`src/rtl/core/crmt_mul_unit.sv`:
```
// Shared 16x16 multiplier with registered product.
`timescale 1ns / 1ps

module crmt_mul_unit (
  input  logic        clk,
  input  logic [15:0] a,
  input  logic [15:0] b,
  output logic [31:0] p
);

  always_ff @(posedge clk) begin
    p <= {16'b0, a} * {16'b0, b};
  end

endmodule

```
`config.mk`:
```
export PLATFORM = sky130hd
export DESIGN_NAME = crmt_mul_unit
export DESIGN_NICKNAME = d
export VERILOG_FILES = /design/src/rtl/core/crmt_mul_unit.sv
export SDC_FILE = /design/constraint.sdc
export NUM_CORES = 1
export LEC_CHECK = 0
export ABC_AREA = 1
export BUFFER_PORTS_ARGS = -buffer_cell sky130_fd_sc_hd__buf_2
export CAP_MARGIN = 20
export CORE_ASPECT_RATIO = 1.25
export CORE_MARGIN = 4
export CORE_UTILIZATION = 30
export DETAILED_ROUTE_END_ITERATION = 12
export PLACE_DENSITY_LB_ADDON = 0.15
export SYNTH_ARGS = -nofsm -noshare
export SYNTH_HDL_FRONTEND = slang
export SYNTH_SLANG_ARGS = --single-unit
```
`constraint.sdc`:
```
create_clock -name clk -period 7.7 [get_ports clk]
set_clock_uncertainty 0.2 [all_clocks]
set_input_delay 1.155 -clock clk [delete_from_list [all_inputs] [get_ports clk]]
set_output_delay 1.155 -clock clk [all_outputs]
set_load 0.01 [all_outputs]
```
==> results of run 1 <==
-- placed cells by master, fill, tap and decap left out, types with 3 or more instances in the layout --
master       n
a21oi_1     17
buf_2       64
clkbuf_16    5
dfxtp_1     32
fa_1       194
ha_1       104
inv_1      433
nand2_1    450
nand2_2      8
nand3_1     27
nand3_2      5
nand4_1      4
nor2_1      33
nor2_2       5
xnor2_1      3
xor2_1      15
-- synth_stat cells (all sizes together) --
library cell and count:
nor2 39, nand3b 2, nand2 458, xor2 15, dfxtp 32, xnor2 3, and2 1, nand3 32
ha 104, a21o 1, o21bai 1, fa 194, nand4 4, clkbuf 64, inv 433, nor3 1
a21oi 17
-- per-stage QoR --
step / instance area [um^2] / hold slack [ns] / utilization, %
after floorplan: 10100 / 1.23 / -
after global placement: 10700 / 1.36 / 32.5
after detailed placement: 10700 / 1.35 / 32.5
after CTS: 10900 / 1.08 / 32.9
after global routing: 10900 / 1.11 / 32.9
final: 10900 / 1.08 / 32.9
-- cells by family after synthesis --
family / after synthesis / synth area share, %
AO/OA/AOI/OAI: 19 / 0.990
XOR/XNOR: 18 / 1.56
adder cells (fa/ha/maj): 298 / 51.3
buffers and inverters: 497 / 18.4
flip-flops: 32 / 6.34
AND/OR/NAND/NOR: 537 / 21.4
-- worst max-delay path, stage by stage --
cell and delay [ns]:
buf_2 0.36, nand2_1 0.15, fa_1 0.57, inv_1 0.07, fa_1 0.51, inv_1 0.06, fa_1 0.54, inv_1 0.05
fa_1 0.46, fa_1 0.49, inv_1 0.04, fa_1 0.48, inv_1 0.04, ha_1 0.36, nand2_2 0.10, nor2_1 0.24
nand2_1 0.16, nor2_1 0.11, nand2_1 0.09, nand3_1 0.10, nand2_1 0.06
-- worst max path at each step --
stage	from	to	slack, ns	cells past startpoint
2_1_floorplan	a[7]	p[28]	1.48	25
3_3_place_gp	b[7]	p[18]	1.13	19
3_5_place_dp	a[6]	p[29]	1.18	21
4_1_cts	a[6]	p[29]	1.42	21
5_1_grt	a[6]	p[29]	1.17	21
6_report	b[7]	p[29]	1.46	21
-- area by class of cell --
type                    instances  area [um^2]  area share, %
multi-input cells             872         7610           70.1
repair buffers                 65          328           3.02
well taps                     418          523           4.82
flip-flops and latches         32          641           5.90
clock inverters                 1         5.00         0.0461
clock buffers                   6          129           1.19
inverters                     433         1630           15.0
-- routing by layer --
metal  up-vias  wire length [um]  GRT usage, %  part of all wire [%]
met5         -                 0             0                     0
met4         0               337          2.96                   1.3
met3        20               896         0.963                   3.3
met2       106             13200          27.2                    49
met1      3750             12300          22.0                    46
li1       3894                 -             -                     -
==> impl_metrics.env, run 1 <==
export IMPL_run_status="complete, no violations"
export IMPL_wire_length_of_the_first_global_routing_pass_mm=45.5
export IMPL_cp_end_kind="flop"
export IMPL_crit_path_start_kind="input port"
export IMPL_slew_headroom_pct=68.8
export IMPL_path_clk_slew_ns=0.05
export IMPL_cts_buffers_inserted=5
export IMPL_final_std_cells_w_o_fill=1827
export IMPL_final_min_period_over_clock_period_pct=81.0
export IMPL_critical_path_class="input port to flop"
export IMPL_post_cts_setup_buffers=0
export IMPL_yosys_cell_types_count=22
export IMPL_setup_tns_final_ns=0
export IMPL_yosys_register_bits=32
export IMPL_synth_top_cell_area_share_pct=38.4
export IMPL_grt_overflow_total=0
export IMPL_placed_cells_incl_taps=1820
export IMPL_syn_area_per_cell_um2=7.22
export IMPL_die_x_um=172
export IMPL_fill_cells=3646
export IMPL_rsz0062_at_grt="no"
export IMPL_max_cap_viol_count=0
export IMPL_place_hpwl_mm=22.6
export IMPL_clock_tree_from_tritoncts="yes"
export IMPL_ys_seq_area_share_pct=6.34
export IMPL_drive_gt1_share_pct=6.60
export IMPL_cts_sinks=32
export IMPL_total_core_area_mm2=0.0330
export IMPL_fin_nets=1740
export IMPL_viasPerCell=4.25
export IMPL_post_cts_resize_count=0
export IMPL_global_route_usage_total_pct=15.8
export IMPL_io_buffer_count=64
export IMPL_num_rows=74
export IMPL_synth_area_leaders="fa_1 38%, nand2_1 17%, inv_1 16%, ha_1 13%, dfxtp_1 6.3%"
export IMPL_cts_htree_levels=2
export IMPL_cp_required_ns=7.67
export IMPL_largest_register_ffs=32
export IMPL_syn_nets=1732
export IMPL_yosysTopAreaCell="fa_1"
export IMPL_detailed_route_wire_length_per_cell_um=14.7
export IMPL_final_critical_path_setup_slack_ns=1.46
export IMPL_synth_cell_area_mm2=0.0101
export IMPL_finalWirelength_mm=26.8
export IMPL_start_util_pct=30.7
export IMPL_hold_buffers=0
export IMPL_largest_register="p"
export IMPL_drt_antenna_violating_nets=0
export IMPL_synthesis_yosys_warnings=0
export IMPL_num_io_pins=65
export IMPL_post_route_drc_count=0
export IMPL_drt_first_pass_iters=4
export IMPL_min_delay_worst_endpoint="p[0]"
export IMPL_max_freq_ghz=0.160
export IMPL_worst_ep_arrival_time_ns=6.21
export IMPL_number_of_violations_reported_at_the_end_of_detailed_routing_iteration_0=292
export IMPL_antennaDiodeCount=0
export IMPL_clock_path_buffers=2
export IMPL_min_period_ns=6.24
export IMPL_synthToLayoutAreaGrowth_pct=7.36
export IMPL_finalSetupViolations=0
export IMPL_gp_routability_congestion=0.826
export IMPL_pre_cts_ws_ns=1.18
export IMPL_drv_slew=0
export IMPL_timing_final_hold_violations=0
export IMPL_routed_via_count=7770
export IMPL_root_buffer_master="clkbuf_16"
export IMPL_grt_start_max_net_pins=17
export IMPL_top_regs="p (32)"
export IMPL_hold_depth=3
export IMPL_number_of_global_route_vias_before_repair=8498
export IMPL_timing_worst_slew_pin_value_ns=0.468
export IMPL_timing_hold_worst_class="input port to flop"
export IMPL_chipHeight_um=213
export IMPL_postSynthCellCount=1401
export IMPL_die_area_mm2=0.0367
export IMPL_critical_path_peak_fanout=16
export IMPL_worst_min_delay_path_startpoint="b[0]"
export IMPL_grt_antenna_before_repair=0
Power of run 1 is not shown: default switching activity piles up to over one toggle a cycle in this logic, so the estimate is an artifact.
==> inputs of run 2 (changes only) <==
--- a/config.mk
+++ b/config.mk
@@ -5,7 +5,7 @@
 export SDC_FILE = /design/constraint.sdc
 export NUM_CORES = 1
 export LEC_CHECK = 0
-export ABC_AREA = 1
+export ABC_AREA = 0
 export BUFFER_PORTS_ARGS = -buffer_cell sky130_fd_sc_hd__buf_2
 export CAP_MARGIN = 20
 export CORE_ASPECT_RATIO = 1.25
==> constraint.sdc (replaced) <==
create_clock -name clk -period 5.5 [get_ports clk]
set_clock_uncertainty 0.2 [all_clocks]
set_input_delay 0.825 -clock clk [delete_from_list [all_inputs] [get_ports clk]]
set_output_delay 0.825 -clock clk [all_outputs]
set_load 0.01 [all_outputs]
==> run 2 against run 1 <==
Against the previous run: the flow now finishes with violations (negative setup slack); non-clock buffer count up 168; first-iteration DRC count down 11%; global-route usage up 0.24 points; sequential cell count unchanged; core utilization up 8.1 points; wire length down 1.8%; die area down 7.7%; critical path type unchanged; highest routed layer unchanged.
==> impl_metrics.env, run 2 <==
export IMPL_run_status="finished with violations"
export IMPL_violations="negative setup slack"
export IMPL_synth_area_leaders="fa_1 42%, ha_1 14%, inv_1 9.0%, and2_1 8.5%, dfxtp_1 6.9%"
export IMPL_critical_path_max_stage_delay_ns=0.55
export IMPL_timing_final_hold_violations=0
export IMPL_critical_path_peak_fanout=6
export IMPL_wire_length_of_the_first_global_routing_pass_mm=42.3
export IMPL_min_period_ns=5.69
export IMPL_post_synth_xor_area_fraction_pct=2.54
export IMPL_largest_register="p"
export IMPL_post_route_drc_count=0
export IMPL_rsz0062_at_grt="yes"
export IMPL_synth_cell_area_mm2=0.00930
export IMPL_number_of_violations_reported_at_the_end_of_detailed_routing_iteration_0=261
export IMPL_setup_tns_final_ns=-1.71
export IMPL_crit_path_start_kind="input port"
export IMPL_ys_dominant_reg_cell="dfxtp_1"
export IMPL_place_hpwl_mm=23.0
export IMPL_layout_commonest_cell="inv_1"
export IMPL_crit_path_cell_trace="buf_12 > buf_6 > and2_4 > fa_1 > inv_1 > fa_1 > inv_1 > fa_1 > fa_1 > fa_1 > inv_1 > fa_1 > inv_2 > ha_4 > a21o_1 > o21bai_4 > a221o_1 > a31oi_4 > a31oi_2 > xnor2_1"
export IMPL_crit_top_cell="fa_1"
export IMPL_number_of_global_route_vias_before_repair=8257
export IMPL_final_min_period_over_clock_period_pct=103
export IMPL_path_delay_family="adder cells"
export IMPL_io_buffer_count=64
export IMPL_cts_htree_levels=2
export IMPL_chipHeight_um=205
export IMPL_antennaDiodeCount=0
export IMPL_grt_antenna_before_repair=0
export IMPL_clock_path_buffers=2
export IMPL_drt_first_pass_iters=4
export IMPL_gp_routability_congestion=0.826
export IMPL_synthSimpleGateAreaFrac_pct=17.6
export IMPL_fin_nets=1566
export IMPL_cp_required_ns=5.47
export IMPL_synth_adder_area_share_pct=55.7
export IMPL_drv_slew=0
export IMPL_ys_seq_area_share_pct=6.89
export IMPL_hold_depth=2
export IMPL_die_area_mm2=0.0339
export IMPL_critical_path_cell_count=20
export IMPL_final_critical_path_setup_slack_ns=-0.189
export IMPL_multiInputGateArea_mm2=0.00834
export IMPL_synth_top_cell_area_share_pct=41.8
export IMPL_routed_via_count=7430
export IMPL_postLayoutCellArea_mm2=0.0125
export IMPL_final_seq_area_um2=641
export IMPL_critical_path_class="input port to flop"
export IMPL_compound_cell_area_share_of_the_yosys_netlist_pct=6.16
export IMPL_syn_area_per_cell_um2=8.98
export IMPL_syn_nets=1367
export IMPL_root_buffer_master="clkbuf_16"
export IMPL_clock_tree_from_tritoncts="yes"
export IMPL_synthesis_yosys_warnings=0
export IMPL_cts_sinks=32
export IMPL_viasPerCell=4.54
export IMPL_path_clk_slew_ns=0.06
export IMPL_slew_headroom_pct=75.5
export IMPL_buf_inv_stages_crit_path=6
export IMPL_drive_gt1_share_pct=30.5
export IMPL_hold_buffers=0
export IMPL_num_io_pins=65
export IMPL_synth_async_sr_flop_share_pct=0
export IMPL_placement_cell_area_mm2=0.0113
export IMPL_timing_hold_worst_class="input port to flop"
export IMPL_crit_path_top_delay_cell="fa_1"
export IMPL_post_synth_most_frequent_cells="224 x inv_1, 194 x fa_1, 151 x nand2_1"
export IMPL_synth_mux_area_fraction_pct=0
export IMPL_num_rows=71
export IMPL_finalSetupViolations=14
export IMPL_drt_antenna_violating_nets=0
export IMPL_final_std_cells_w_o_fill=1637
export IMPL_largest_register_ffs=32
export IMPL_yosys_register_bits=32
export IMPL_placed_cells_incl_taps=1605
export IMPL_postSynthCellCount=1036
export IMPL_cp_end_kind="flop"
export IMPL_fill_cells=3126
export IMPL_pre_cts_ws_ns=-0.772
export IMPL_detailed_route_wire_length_per_cell_um=16.1
export IMPL_total_core_area_mm2=0.0304
export IMPL_grt_overflow_total=0
export IMPL_top_regs="p (32)"
export IMPL_max_freq_ghz=0.176
export IMPL_worst_ep_arrival_time_ns=5.66
export IMPL_start_util_pct=30.6
export IMPL_grt_start_max_net_pins=17
export IMPL_finalWirelength_mm=26.3
export IMPL_synth_top_family_by_area="adder cells"
export IMPL_yosysTopAreaCell="fa_1"
export IMPL_synthToLayoutAreaGrowth_pct=34.0
export IMPL_die_x_um=165
export IMPL_cts_buffers_inserted=5
export IMPL_yosys_cell_types_count=47
export IMPL_max_cap_viol_count=0
export IMPL_synth_enable_flop_cells=0
export IMPL_most_frequent_cell_after_synthesis="inv_1"
export IMPL_global_route_usage_total_pct=16.0
export IMPL_timing_worst_slew_pin_value_ns=0.365
export IMPL_mostFrequentLayoutCells="208 x inv_1, 179 x fa_1, 147 x buf_4, 138 x nand2_1, 102 x and2_1"
==> run 2: cell types whose count changed after synthesis, sizes merged, moves of 16 or more <==
cell    delta
nand2    -307
inv      -209
and2     +125
clkbuf    -30
nor2      -24
nand3     -23
o21ai     +17
xnor2     +16
==> run 2: final cells by class <==
| class | count | share of cell area (%) |
|---|---|---|
| repair buffers | 233 | 16.0 |
| inverters | 224 | 6.74 |
| well taps | 401 | 4.02 |
| clock inverters | 1 | 0.0602 |
| flip-flops and latches | 32 | 5.14 |
| clock buffers | 7 | 1.14 |
| multi-input cells | 739 | 66.9 |
==> run 2: what timing repair did <==
action | CTS | global route
pin swaps | 49 | 58
setup endpoints to repair | 19 | 19
resized for setup | 149 | 56
buffers inserted | 15 | 6
cloned | 1 | 3
==> run 2: path summary, 6_finish.rpt <==
path / to / slack (ns) / startpoint
min: p[0] / 0.78 / b[0]
max: p[31] / -0.19 / b[4]
==> run 2: cell families (layout without fill, tap and decap cells) <==
family	after synthesis	after routing
AND/OR/NAND/NOR	330	330
flip-flops	32	32
adder cells (fa/ha/maj)	298	298
buffers and inverters	265	465
XOR/XNOR	27	27
AO/OA/AOI/OAI	84	84
==> run 2: per-layer routing <==
layer,vias up,part of all wire [%],track usage (%)
li1,3515,-,-
met1,3798,39,18.3
met2,92,58,31.7
met3,25,2.1,1.71
met4,0,1.6,3.01
met5,-,0,0
==> run 2: per-stage QoR <==
step	util, %	hold slack, ns
6_report	41.0	0.777
3_3_place_gp	37.1	1.02
5_1_grt	41.0	0.800
3_5_place_dp	37.1	1.02
2_1_floorplan	-	0.747
4_1_cts	40.1	0.777
Power of run 2 is left out for the same reason.
==> inputs of run 3 (changes only) <==
--- a/config.mk
+++ b/config.mk
@@ -6,13 +6,14 @@
 export NUM_CORES = 1
 export LEC_CHECK = 0
 export ABC_AREA = 0
-export BUFFER_PORTS_ARGS = -buffer_cell sky130_fd_sc_hd__buf_2
+export BUFFER_PORTS_ARGS = -buffer_cell sky130_fd_sc_hd__buf_4
 export CAP_MARGIN = 20
 export CORE_ASPECT_RATIO = 1.25
 export CORE_MARGIN = 4
 export CORE_UTILIZATION = 30
 export DETAILED_ROUTE_END_ITERATION = 12
 export PLACE_DENSITY_LB_ADDON = 0.15
+export SKIP_LAST_GASP = 1
 export SYNTH_ARGS = -nofsm -noshare
 export SYNTH_HDL_FRONTEND = slang
 export SYNTH_SLANG_ARGS = --single-unit
==> constraint.sdc (replaced) <==
create_clock -name clk -period 7.28 [get_ports clk]
set_clock_uncertainty 0.2 [all_clocks]
set_input_delay 1.092 -clock clk [delete_from_list [all_inputs] [get_ports clk]]
set_output_delay 1.092 -clock clk [all_outputs]
set_load 0.01 [all_outputs]
==> run 3 against run 2 <==
Against the previous run: via count shrank 7.6%; highest routed layer unchanged; critical endpoint is now p[30]; first-iteration DRC count shrank 13%; sequential share of layout area grew 1.1 points; the run now ends clean; critical path depth shrank 1; wire length shrank 3.1%.
==> impl_metrics.env, run 3 (synthesized netlist as in run 2, its figures left out) <==
export IMPL_finalWirelength_mm=25.5
export IMPL_cp_end_kind="flop"
export IMPL_setup_worst_path_start="b[4]"
export IMPL_die_area_mm2=0.0339
export IMPL_drt_antenna_violating_nets=0
export IMPL_root_buffer_master="clkbuf_16"
export IMPL_gp_routability_congestion=0.798
export IMPL_cp_required_ns=7.24
export IMPL_final_seq_area_um2=641
export IMPL_viasPerCell=4.68
export IMPL_worst_min_delay_path_startpoint="a[0]"
export IMPL_postLayoutCoreUtil_pct=33.8
export IMPL_worst_ep_arrival_time_ns=6.46
export IMPL_post_route_drc_count=0
export IMPL_post_cts_setup_buffers=0
export IMPL_placed_cells_incl_taps=1460
export IMPL_mostFrequentLayoutCells="224 x inv_1, 194 x fa_1, 151 x nand2_1, 126 x and2_1, 104 x ha_1"
export IMPL_crit_path_start_kind="input port"
export IMPL_hold_buffers=0
export IMPL_num_rows=71
export IMPL_antennaDiodeCount=0
export IMPL_timing_worst_slew_pin_value_ns=0.511
export IMPL_detailed_route_wire_length_per_cell_um=17.4
export IMPL_rsz0062_at_grt="no"
export IMPL_placement_cell_area_mm2=0.0101
export IMPL_drt_first_pass_iters=5
export IMPL_grt_use_met3_pct=1.69
export IMPL_finalSetupViolations=0
export IMPL_max_freq_ghz=0.154
export IMPL_multiInputGateArea_mm2=0.00764
export IMPL_min_period_ns=6.50
export IMPL_final_std_cells_w_o_fill=1468
export IMPL_wire_length_of_the_first_global_routing_pass_mm=40.7
export IMPL_number_of_global_route_vias_before_repair=7520
export IMPL_drive_gt1_share_pct=7.69
export IMPL_gr_usage_met2_pct=30.1
export IMPL_postLayoutCellArea_mm2=0.0103
export IMPL_clock_path_buffers=2
export IMPL_post_cts_resize_count=0
export IMPL_cts_buffers_inserted=5
export IMPL_grt_antenna_before_repair=0
export IMPL_clock_tree_from_tritoncts="yes"
export IMPL_final_min_period_over_clock_period_pct=89.3
export IMPL_min_delay_worst_endpoint="p[0]"
export IMPL_max_cap_viol_count=0
export IMPL_critical_path_class="input port to flop"
export IMPL_gr_usage_met1_pct=18.6
export IMPL_critical_path_peak_fanout=16
export IMPL_synthToLayoutAreaGrowth_pct=10.5
export IMPL_timing_hold_worst_class="input port to flop"
export IMPL_global_route_usage_total_pct=15.6
export IMPL_io_buffer_count=64
export IMPL_grt_busiest_layer="met2"
export IMPL_setup_tns_final_ns=0
export IMPL_path_clk_slew_ns=0.05
export IMPL_grt_overflow_total=0
export IMPL_chipHeight_um=205
export IMPL_fill_cells=3246
export IMPL_layout_commonest_cell="inv_1"
export IMPL_num_io_pins=65
export IMPL_start_util_pct=30.6
export IMPL_drv_slew=0
export IMPL_top_regs="p (32)"
export IMPL_slew_headroom_pct=65.9
export IMPL_timing_final_hold_violations=0
export IMPL_total_core_area_mm2=0.0304
export IMPL_die_x_um=165
export IMPL_routed_via_count=6864
export IMPL_grt_start_max_net_pins=17
export IMPL_number_of_violations_reported_at_the_end_of_detailed_routing_iteration_0=227
export IMPL_hold_depth=2
export IMPL_run_status="complete, no violations"
export IMPL_largest_register_ffs=32
export IMPL_largest_register="p"
export IMPL_cts_sinks=32
export IMPL_cts_htree_levels=2
export IMPL_fin_nets=1397
export IMPL_place_hpwl_mm=20.6
==> run 3: layout make-up <==
class,instances,area share (%)
timing repair buffer,64,4.67
multi-input combinational,739,74.3
clock buffer,7,1.48
inverter,224,8.18
sequential,32,6.23
tap,401,4.88
clock inverter,1,0.292
==> run 3: how the worst max path moves through the flow <==
| stage | end | cells after the start | slack (ns) |
|---|---|---|---|
| floorplan | p[27] | 20 | 0.95 |
| global placement | p[30] | 19 | 0.39 |
| detailed placement | p[30] | 19 | 0.38 |
| CTS | p[30] | 19 | 0.65 |
| global route | p[30] | 18 | 0.44 |
| finish | p[30] | 19 | 0.78 |
==> run 3: layer usage <==
layer / up-vias / share of wire [%]
met5: - / 0
met2: 93 / 56
met3: 19 / 2.3
met1: 3580 / 40
met4: 0 / 1.8
li1: 3172 / -
==> run 3: metrics by stage <==
stage	hold slack (ns)	setup WS, ns
after floorplan	1.01	0.946
after global placement	1.28	0.388
after detailed placement	1.28	0.383
after CTS	1.01	0.652
after global routing	1.02	0.438
final	1.01	0.777
==> run 3: worst max-delay path, stage by stage <==
cell,delay [ns]
buf_4,0.19
and2_1,0.20
fa_1,0.53
inv_1,0.05
fa_1,0.45
fa_1,0.54
fa_1,0.55
inv_1,0.05
fa_1,0.47
inv_1,0.05
fa_1,0.48
inv_1,0.04
ha_1,0.35
nand3_1,0.21
nor2_1,0.22
o2111ai_1,0.17
a31oi_1,0.41
nor3_1,0.09
a211oi_1,0.32
Power of run 3 is left out for the same reason.
